**src/sv/rtti_pkg.sv**
```systemverilog
package rtti_pkg;

    localparam int unsigned CH_W       = 8;
    localparam int unsigned VALUE_W    = 64;
    localparam int unsigned OFFSET_W   = 16;
    localparam int unsigned BASE_W     = 6;
    localparam int unsigned CFG_DATA_W = 6;
    localparam int unsigned CFG_IDX_W  = 1;

    localparam logic [BASE_W-1:0] BASE_AUTO = BASE_W'(0);
    localparam logic [BASE_W-1:0] BASE_ONE  = BASE_W'(1);
    localparam logic [BASE_W-1:0] BASE_OCT  = BASE_W'(8);
    localparam logic [BASE_W-1:0] BASE_DEC  = BASE_W'(10);
    localparam logic [BASE_W-1:0] BASE_HEX  = BASE_W'(16);
    localparam logic [BASE_W-1:0] BASE_MAX  = BASE_W'(36);

    localparam logic [BASE_W-1:0] RADIX_RESET = BASE_DEC;

    // queue between the classifier and the back end
    localparam int unsigned QDEPTH = 4;
    localparam int unsigned QPTR_W = $clog2(QDEPTH);
    localparam int unsigned QCNT_W = $clog2(QDEPTH + 1);

    typedef enum logic [CFG_IDX_W-1:0] {
        REG_RADIX    = 1'b0,
        REG_UNSIGNED = 1'b1
    } cfg_reg_t;

    typedef enum logic [2:0] {
        PH_SKIP      = 3'd0,
        PH_AFTERSIGN = 3'd1,
        PH_ZERO      = 3'd2,
        PH_DIGITS    = 3'd3,
        PH_STOPPED   = 3'd4,
        PH_BADBASE   = 3'd5
    } phase_t;

    // classified byte
    typedef struct packed {
        logic              nul;
        logic              space;
        logic              sign;
        logic              minus;
        logic              zero;
        logic              hex_x;
        logic              dig_ok;
        logic [BASE_W-1:0] dig_val;
    } ch_class_t;

endpackage

```
**src/sv/radix_text_to_int64_core.sv**
```systemverilog
// channel   | direction | handshake            | payload
// s_        | in        | s_valid / s_ready    | s_ch (8b string byte, zero ends it)
// m_        | out       | m_valid / m_ready    | m_value, m_end_offset, m_range_error,
//           |           |                      | m_bad_base
// cfg_      | in        | cfg_valid / cfg_ready| cfg_index (0 radix, 1 unsigned_mode),
//           |           |                      | cfg_data
//
// one byte per cycle while the queue is not full; the back end's multiply-add-compare per digit is combinational
// m_valid rises once its zero byte has passed through the queue and been popped into the output register
// synchronous active-low reset: parser state, queue and output valid clear, radix back to 10
// s_ready drops only when the four-entry queue is full; a waiting result stalls the queue
// only once a zero byte reaches its head, bytes ahead of that zero byte keep draining
module radix_text_to_int64_core #(
    parameter int unsigned MAX_POSITION = 65535
) (
    input  logic                                aclk,
    input  logic                                aresetn,
    // byte stream in
    input  logic                                s_valid,
    output logic                                s_ready,
    input  logic [rtti_pkg::CH_W-1:0]           s_ch,
    // result out
    output logic                                m_valid,
    input  logic                                m_ready,
    output logic [rtti_pkg::VALUE_W-1:0]        m_value,
    output logic [rtti_pkg::OFFSET_W-1:0]       m_end_offset,
    output logic                                m_range_error,
    output logic                                m_bad_base,
    // register writes
    input  logic                                cfg_valid,
    output logic                                cfg_ready,
    input  logic [rtti_pkg::CFG_IDX_W-1:0]      cfg_index,
    input  logic [rtti_pkg::CFG_DATA_W-1:0]     cfg_data
);

    logic [rtti_pkg::BASE_W-1:0] radix_reg;
    logic                        unsigned_mode_reg;

    rtti_pkg::ch_class_t         in_cls;
    rtti_pkg::ch_class_t         q_item;
    logic                        q_full;
    logic                        q_valid;
    logic                        q_pop;
    logic                        s_xfer;

    // register writes are always taken
    assign cfg_ready = 1'b1;

    always_ff @(posedge aclk) begin
        if (!aresetn) begin
            radix_reg         <= rtti_pkg::RADIX_RESET;
            unsigned_mode_reg <= 1'b0;
        end else if (cfg_valid) begin
            unique case (rtti_pkg::cfg_reg_t'(cfg_index))
                rtti_pkg::REG_RADIX:    radix_reg         <= cfg_data[rtti_pkg::BASE_W-1:0];
                rtti_pkg::REG_UNSIGNED: unsigned_mode_reg <= cfg_data[0];
                default: ;
            endcase
        end
    end

    // front: classify each byte as it is transferred in
    rtti_classify u_classify (
        .ch  (s_ch),
        .cls (in_cls)
    );

    assign s_ready = !q_full;
    assign s_xfer  = s_valid && s_ready;

    // decouples the front from the accumulator so either side can stall
    rtti_queue u_queue (
        .aclk      (aclk),
        .aresetn   (aresetn),
        .push      (s_xfer),
        .push_item (in_cls),
        .full      (q_full),
        .pop       (q_pop),
        .pop_valid (q_valid),
        .pop_item  (q_item)
    );

    // back: parse state machine, accumulator and result register
    rtti_back #(
        .MAX_POSITION (MAX_POSITION)
    ) u_back (
        .aclk          (aclk),
        .aresetn       (aresetn),
        .q_valid       (q_valid),
        .q_item        (q_item),
        .q_pop         (q_pop),
        .radix         (radix_reg),
        .unsigned_mode (unsigned_mode_reg),
        .m_valid       (m_valid),
        .m_ready       (m_ready),
        .m_value       (m_value),
        .m_end_offset  (m_end_offset),
        .m_range_error (m_range_error),
        .m_bad_base    (m_bad_base)
    );

endmodule

```
**src/sv/rtti_classify.sv**
```systemverilog
module rtti_classify (
    input  logic [rtti_pkg::CH_W-1:0] ch,
    output rtti_pkg::ch_class_t       cls
);

    always_comb begin
        cls         = '0;
        cls.nul     = (ch == 8'h00);
        cls.space   = (ch == 8'h20) || (ch >= 8'h09 && ch <= 8'h0D);
        cls.sign    = (ch == 8'h2B) || (ch == 8'h2D);
        cls.minus   = (ch == 8'h2D);
        cls.zero    = (ch == 8'h30);
        cls.hex_x   = (ch == 8'h78) || (ch == 8'h58);
        if (ch >= 8'h30 && ch <= 8'h39) begin
            cls.dig_ok  = 1'b1;
            cls.dig_val = rtti_pkg::BASE_W'(ch - 8'h30);
        end else if (ch >= 8'h61 && ch <= 8'h7A) begin
            cls.dig_ok  = 1'b1;
            cls.dig_val = rtti_pkg::BASE_W'(ch - 8'h57);
        end else if (ch >= 8'h41 && ch <= 8'h5A) begin
            cls.dig_ok  = 1'b1;
            cls.dig_val = rtti_pkg::BASE_W'(ch - 8'h37);
        end
    end

endmodule

```
**src/sv/rtti_queue.sv**
```systemverilog
module rtti_queue (
    input  logic                aclk,
    input  logic                aresetn,
    input  logic                push,
    input  rtti_pkg::ch_class_t push_item,
    output logic                full,
    input  logic                pop,
    output logic                pop_valid,
    output rtti_pkg::ch_class_t pop_item
);

    rtti_pkg::ch_class_t mem [rtti_pkg::QDEPTH];

    logic [rtti_pkg::QPTR_W-1:0] wr_ptr_reg, wr_ptr_next;
    logic [rtti_pkg::QPTR_W-1:0] rd_ptr_reg, rd_ptr_next;
    logic [rtti_pkg::QCNT_W-1:0] count_reg, count_next;

    assign full      = (count_reg == rtti_pkg::QCNT_W'(rtti_pkg::QDEPTH));
    assign pop_valid = (count_reg != '0);
    assign pop_item  = mem[rd_ptr_reg];

    always_comb begin
        wr_ptr_next = push ? wr_ptr_reg + 1'b1 : wr_ptr_reg;
        rd_ptr_next = pop  ? rd_ptr_reg + 1'b1 : rd_ptr_reg;
        count_next  = count_reg;
        if (push && !pop) begin
            count_next = count_reg + 1'b1;
        end else if (pop && !push) begin
            count_next = count_reg - 1'b1;
        end
    end

    always_ff @(posedge aclk) begin
        if (push) begin
            mem[wr_ptr_reg] <= push_item;
        end
    end

    always_ff @(posedge aclk) begin
        if (!aresetn) begin
            wr_ptr_reg <= '0;
            rd_ptr_reg <= '0;
            count_reg  <= '0;
        end else begin
            wr_ptr_reg <= wr_ptr_next;
            rd_ptr_reg <= rd_ptr_next;
            count_reg  <= count_next;
        end
    end

endmodule

```
**src/sv/rtti_back.sv**
```systemverilog
module rtti_back #(
    parameter int unsigned MAX_POSITION = 65535
) (
    input  logic                              aclk,
    input  logic                              aresetn,
    input  logic                              q_valid,
    input  rtti_pkg::ch_class_t               q_item,
    output logic                              q_pop,
    input  logic [rtti_pkg::BASE_W-1:0]       radix,
    input  logic                              unsigned_mode,
    output logic                              m_valid,
    input  logic                              m_ready,
    output logic [rtti_pkg::VALUE_W-1:0]      m_value,
    output logic [rtti_pkg::OFFSET_W-1:0]     m_end_offset,
    output logic                              m_range_error,
    output logic                              m_bad_base
);

    localparam int unsigned POS_W = $clog2(MAX_POSITION + 1);
    localparam logic [POS_W-1:0] MAX_POS = POS_W'(MAX_POSITION);
    localparam int unsigned PROD_W = rtti_pkg::VALUE_W + rtti_pkg::BASE_W;

    rtti_pkg::phase_t                 phase_reg, phase_next, ph;
    logic [rtti_pkg::VALUE_W-1:0]     acc_reg, acc_next;
    logic                             minus_reg, minus_next;
    logic [rtti_pkg::BASE_W-1:0]      ebase_reg, ebase_next, eb;
    logic [POS_W-1:0]                 cpos_reg, cpos_next, pos_inc;
    logic [POS_W-1:0]                 epos_reg, epos_next;
    logic                             sat_reg, sat_next;
    logic                             go;
    logic [rtti_pkg::VALUE_W-1:0]     limit;
    logic [PROD_W-1:0]                prod;
    logic [PROD_W:0]                  sum;
    logic [31:0]                      epos_wide;

    logic                             m_valid_reg;
    logic [rtti_pkg::VALUE_W-1:0]     value_reg;
    logic [rtti_pkg::OFFSET_W-1:0]    offset_reg;
    logic                             range_reg;
    logic                             bad_reg;

    // a terminator needs the output slot, other bytes never wait
    assign q_pop = q_valid && (!q_item.nul || !m_valid_reg || m_ready);

    assign pos_inc = (cpos_reg < MAX_POS) ? cpos_reg + 1'b1 : MAX_POS;

    always_comb begin
        if (unsigned_mode) begin
            limit = '1;
        end else if (minus_reg) begin
            limit = {1'b1, {(rtti_pkg::VALUE_W-1){1'b0}}};
        end else begin
            limit = {1'b0, {(rtti_pkg::VALUE_W-1){1'b1}}};
        end
    end

    always_comb begin
        phase_next = phase_reg;
        acc_next   = acc_reg;
        minus_next = minus_reg;
        ebase_next = ebase_reg;
        cpos_next  = cpos_reg;
        epos_next  = epos_reg;
        sat_next   = sat_reg;
        ph         = phase_reg;
        eb         = ebase_reg;
        go         = 1'b1;
        prod       = '0;
        sum        = '0;
        if (q_pop) begin
            if (q_item.nul) begin
                phase_next = rtti_pkg::PH_SKIP;
                acc_next   = '0;
                minus_next = 1'b0;
                ebase_next = '0;
                cpos_next  = '0;
                epos_next  = '0;
                sat_next   = 1'b0;
            end else begin
                // base is latched on the first byte of a string
                if (phase_reg == rtti_pkg::PH_SKIP && cpos_reg == '0) begin
                    eb = radix;
                    if (radix == rtti_pkg::BASE_ONE || radix > rtti_pkg::BASE_MAX) begin
                        ph = rtti_pkg::PH_BADBASE;
                    end
                end
                cpos_next = pos_inc;
                if (ph == rtti_pkg::PH_SKIP) begin
                    if (q_item.space) begin
                        epos_next = pos_inc;
                        go        = 1'b0;
                    end else if (q_item.sign) begin
                        minus_next = q_item.minus;
                        epos_next  = pos_inc;
                        ph         = rtti_pkg::PH_AFTERSIGN;
                        go         = 1'b0;
                    end else begin
                        ph = rtti_pkg::PH_AFTERSIGN;
                    end
                end
                if (go && ph == rtti_pkg::PH_AFTERSIGN) begin
                    if ((eb == rtti_pkg::BASE_AUTO || eb == rtti_pkg::BASE_HEX)
                        && q_item.zero) begin
                        epos_next = pos_inc;
                        ph        = rtti_pkg::PH_ZERO;
                        go        = 1'b0;
                    end else begin
                        if (eb == rtti_pkg::BASE_AUTO) begin
                            eb = rtti_pkg::BASE_DEC;
                        end
                        ph = rtti_pkg::PH_DIGITS;
                    end
                end
                if (go && ph == rtti_pkg::PH_ZERO) begin
                    if (q_item.hex_x) begin
                        eb        = rtti_pkg::BASE_HEX;
                        epos_next = pos_inc;
                        ph        = rtti_pkg::PH_DIGITS;
                        go        = 1'b0;
                    end else begin
                        if (eb == rtti_pkg::BASE_AUTO) begin
                            eb = rtti_pkg::BASE_OCT;
                        end
                        ph = rtti_pkg::PH_DIGITS;
                    end
                end
                if (go && ph == rtti_pkg::PH_DIGITS) begin
                    if (q_item.dig_ok && q_item.dig_val < eb) begin
                        // exact overflow test: acc * base + digit against the limit
                        prod = PROD_W'(acc_reg) * PROD_W'(eb);
                        sum  = (PROD_W+1)'(prod) + (PROD_W+1)'(q_item.dig_val);
                        if (acc_reg > limit || sum > (PROD_W+1)'(limit)) begin
                            acc_next = limit;
                            sat_next = 1'b1;
                        end else begin
                            acc_next = sum[rtti_pkg::VALUE_W-1:0];
                        end
                        epos_next = pos_inc;
                    end else begin
                        ph = rtti_pkg::PH_STOPPED;
                    end
                end
                phase_next = ph;
                ebase_next = eb;
            end
        end
    end

    always_ff @(posedge aclk) begin
        if (!aresetn) begin
            phase_reg <= rtti_pkg::PH_SKIP;
            acc_reg   <= '0;
            minus_reg <= 1'b0;
            ebase_reg <= '0;
            cpos_reg  <= '0;
            epos_reg  <= '0;
            sat_reg   <= 1'b0;
        end else begin
            phase_reg <= phase_next;
            acc_reg   <= acc_next;
            minus_reg <= minus_next;
            ebase_reg <= ebase_next;
            cpos_reg  <= cpos_next;
            epos_reg  <= epos_next;
            sat_reg   <= sat_next;
        end
    end

    assign epos_wide = 32'(epos_reg);

    always_ff @(posedge aclk) begin
        if (!aresetn) begin
            m_valid_reg <= 1'b0;
        end else if (q_pop && q_item.nul) begin
            m_valid_reg <= 1'b1;
        end else if (m_ready) begin
            m_valid_reg <= 1'b0;
        end
    end

    always_ff @(posedge aclk) begin
        if (q_pop && q_item.nul) begin
            if (phase_reg == rtti_pkg::PH_BADBASE) begin
                value_reg  <= '0;
                offset_reg <= '0;
                range_reg  <= 1'b0;
                bad_reg    <= 1'b1;
            end else begin
                value_reg  <= minus_reg ? ('0 - acc_reg) : acc_reg;
                offset_reg <= epos_wide[rtti_pkg::OFFSET_W-1:0];
                range_reg  <= sat_reg;
                bad_reg    <= 1'b0;
            end
        end
    end

    assign m_valid       = m_valid_reg;
    assign m_value       = value_reg;
    assign m_end_offset  = offset_reg;
    assign m_range_error = range_reg;
    assign m_bad_base    = bad_reg;

endmodule
```
**config.mk**
```make
export PLATFORM = sky130hd
export DESIGN_NAME = radix_text_to_int64_core
export DESIGN_NICKNAME = d
export VERILOG_FILES = /design/src/sv/rtti_pkg.sv /design/src/sv/radix_text_to_int64_core.sv /design/src/sv/rtti_classify.sv /design/src/sv/rtti_queue.sv /design/src/sv/rtti_back.sv
export SDC_FILE = /design/constraint.sdc
export NUM_CORES = 2
export LEC_CHECK = 0
export BUFFER_PORTS_ARGS = -buffer_cell sky130_fd_sc_hd__buf_2
export CAP_MARGIN = 20
export CORE_MARGIN = 3
export CORE_UTILIZATION = 25
export CTS_CLUSTER_DIAMETER = 120
export DETAILED_ROUTE_END_ITERATION = 8
export PLACE_DENSITY = 0.43
export SYNTH_ARGS = -nofsm -noshare
export SYNTH_HDL_FRONTEND = slang
export SYNTH_HIERARCHICAL = 1
export SYNTH_SLANG_ARGS = --single-unit
```
**constraint.sdc**
```tcl
create_clock -name aclk -period 14.5 [get_ports aclk]
set_input_delay 0.725 -clock aclk [delete_from_list [all_inputs] [get_ports aclk]]
set_output_delay 0.725 -clock aclk [all_outputs]
set_load 0.01 [all_outputs]
```
==> impl_metrics.ini <==
[die]
die_h_um = 341
fp-row-count = 122
dieArea_um2 = 117000
core_area_um2 = 111000
start_util = 0.253
die_width_um = 341
ioPinCount = 105

[global_routing]
grt_max_degree = 67
grt_use_met2 = 0.229
grt_pass1_wl_um = 135000
busiest_layer = met2
use_met1 = 0.212
grt_pass1_vias = 22694
grt_overflow = 0
grt_usage = 0.145
grt.met3_usage = 0.0202
antenna_found_initial = 3

[sta]
hold_slack_ns = 0.458
finClkSkew_ns = 0.0248
worst_slew_pin_slew_ns = 1.10
finalHoldViolCount = 0
max_freq_mhz = 74.7
setup-tns-final_ns = 0
fin_crit_sh = 0.923
final_max_slew_viol_count = 0
fin_crit_ns = 13.38
rsz0062_at_grt = false
setup_violations = 0
max_slew_margin = 0.265

[clock_network]
tritoncts = yes
ctsHoldBuffers = 0
post-cts-setup-buffers = 0
numCtsBuffers = 35
clock_path_buffers = 3
numClockSinks = 258
htree_levels = 2
clk_pin_slew_ns = 0.06
cts_root_buf = clkbuf_16
clock_latency_ns = 0.58

[logic_synthesis]
synth-edff-count = 134
ys_ff_latch = 258
synth-seq-area-share = 0.231
syn_inst = 3106
async_flop_share = 0
synth_area_um2 = 28100
yosys_warnings = 6
synth_flop_cell = edfxtp_1
syn_nets = 3678
synth.distinct_cells = 86
syn_avg_cell_area_um2 = 9.05

[routing]
drt_wl_total_um = 86500
vias_per_cell = 4.81
drc = 0
firstDrtPassIters = 5
via_count = 22100
antenna_left = 0
drtIter0Drc = 1362
wl_per_cell_um = 18.8

[layout]
final_cell_mix = 342 x nand2_1, 299 x ha_1, 254 x and2_1
fill_cells = 12020
syn2layout_area_growth_pct = 11.0
nets = 3649
final_layout_size_suffix_gt1_frac = 0.0799
final_common_cell = nand2_1

[pwr]
p_leak_nw = 14.8
switchingPower_mw = 1.36
power_frac_clock = 0.295
p_comb_frac = 0.397
power_frac_seq = 0.308
ir_worst_vdd_mv = 0.110
p_sw_frac = 0.435
internal_power_mw = 1.77
p_per_area_nw_per_um2 = 100

[min_path]
hold_class = input port to flop

[status]
status = finished clean

[run]
maxCapViolations = 0

[place]
dp_hpwl_um = 64200
gp_congestion = 0.821
port_buffers = 103

[setup_path]
cp_common_cell = ha_1
critical_path_class = flop to flop
worst_setup_path_end_kind = flop
crit_arrival_ns = 13.85
cp_slowest_cell = mux2i_2
slowest_delay_ns = 0.77
cp_max_fo = 37
cp.required_ns = 14.97
critPathLaunchType = flop
[repair_timing]
action                                 4_1_cts  5_1_grt
resized for setup                            0        6
setup endpoints to repair                    0       43
endpoints found under the hold margin        0        0
[worst paths after layout]
| check | startpoint | end | slack, ns | depth (start not counted) |
|---|---|---|---|---|
| worst max-delay path | u_back/cpos_reg[0] | u_back/acc_reg[21] | 1.12 | 38 |
| worst min-delay path | cfg_valid | unsigned_mode_reg | 0.46 | 3 |
| worst max register to register | u_back/cpos_reg[0] | u_back/acc_reg[21] | 1.12 | 38 |
| worst min register to register | u_back/epos_reg[11] | u_back/epos_reg[11] | 0.46 | 1 |
[synthesized netlist by cell type (all sizes together), types with 27 or more instances]
library cell	number	area [um2]
xor2	97	850
nand2	343	1290
or3	27	184
fa	253	5060
nand3	148	741
a21o	39	293
xnor2	48	420
edfxtp	134	4020
nor2	151	567
dfxtp	124	2480
clkbuf	168	632
nor3	28	140
o31ai	33	282
ha	299	3740
o21ai	110	554
nand4	57	357
and2	255	1600
nor2b	52	333
inv	222	833
buf	29	160
a21oi	162	811
[cell type report]
type                            count  area [um2]  area share
Multi-Input combinational cell   2432       20100       0.643
Sequential cell                   258        6510       0.208
Tap cell                         1488        1860      0.0596
Clock buffer                       46         958      0.0307
Inverter                          222         838      0.0269
Timing Repair Buffer              128         716      0.0229
Clock inverter                     18         250     0.00802
Antenna cell                        1        2.50   0.0000802
[worst max-delay path: cells and delay by family, from the launching register on]
family | cells | cell delay (ns)
AOI/OAI and AO/OA | 10 | 3.72
adders and majority gates | 7 | 2.53
and+or+nand+nor | 14 | 4.49
xor gates and xnor gates | 1 | 0.22
muxes | 1 | 0.77
buffers and inverters | 5 | 1.11
DFF | 1 | 0.36
[layer usage]
metal,up-vias,routed length (um)
met4,0,1300
met2,392,37700
met5,-,0
li1,10635,-
met1,10999,43900
met3,74,3630
[kinds of logic (layout without fill, tap and decap cells)]
kind of cell / after synthesis / in the layout / synth area share
xor gates and xnor gates: 145 / 145 / 0.0452
other: 1 / 2 / 0.000133
AOI/OAI and AO/OA: 529 / 530 / 0.122
DFF: 258 / 258 / 0.231
muxes: 28 / 28 / 0.0162
and+or+nand+nor: 1174 / 1176 / 0.214
adders and majority gates: 552 / 552 / 0.313
buffers and inverters: 419 / 414 / 0.0578
[power groups by stage]
stage / combinational (mW) / sequential (mW) / clock, mW
floorplan: 0.687 / 0.997 / 0
global placement: 1.18 / 0.984 / 0
detailed placement: 1.18 / 0.982 / 0
CTS: 1.18 / 0.969 / 0.955
global route: 1.36 / 0.979 / 0.982
finish: 1.24 / 0.964 / 0.924
[stage by stage]
step / utilization / power, mW / setup WS, ns / cell area (um2) / cells
finish: 0.281 / 3.13 / 1.12 / 31200 / 4593
detailed placement: 0.270 / 2.16 / 1.03 / 29900 / 4524
global route: 0.281 / 3.33 / 0.0627 / 31200 / 4592
floorplan: - / 1.68 / 4.31 / 28100 / 3106
global placement: 0.270 / 2.16 / 1.36 / 29900 / 4524
CTS: 0.280 / 3.11 / 0.915 / 31200 / 4588
(Power assumes the default switching activity.)
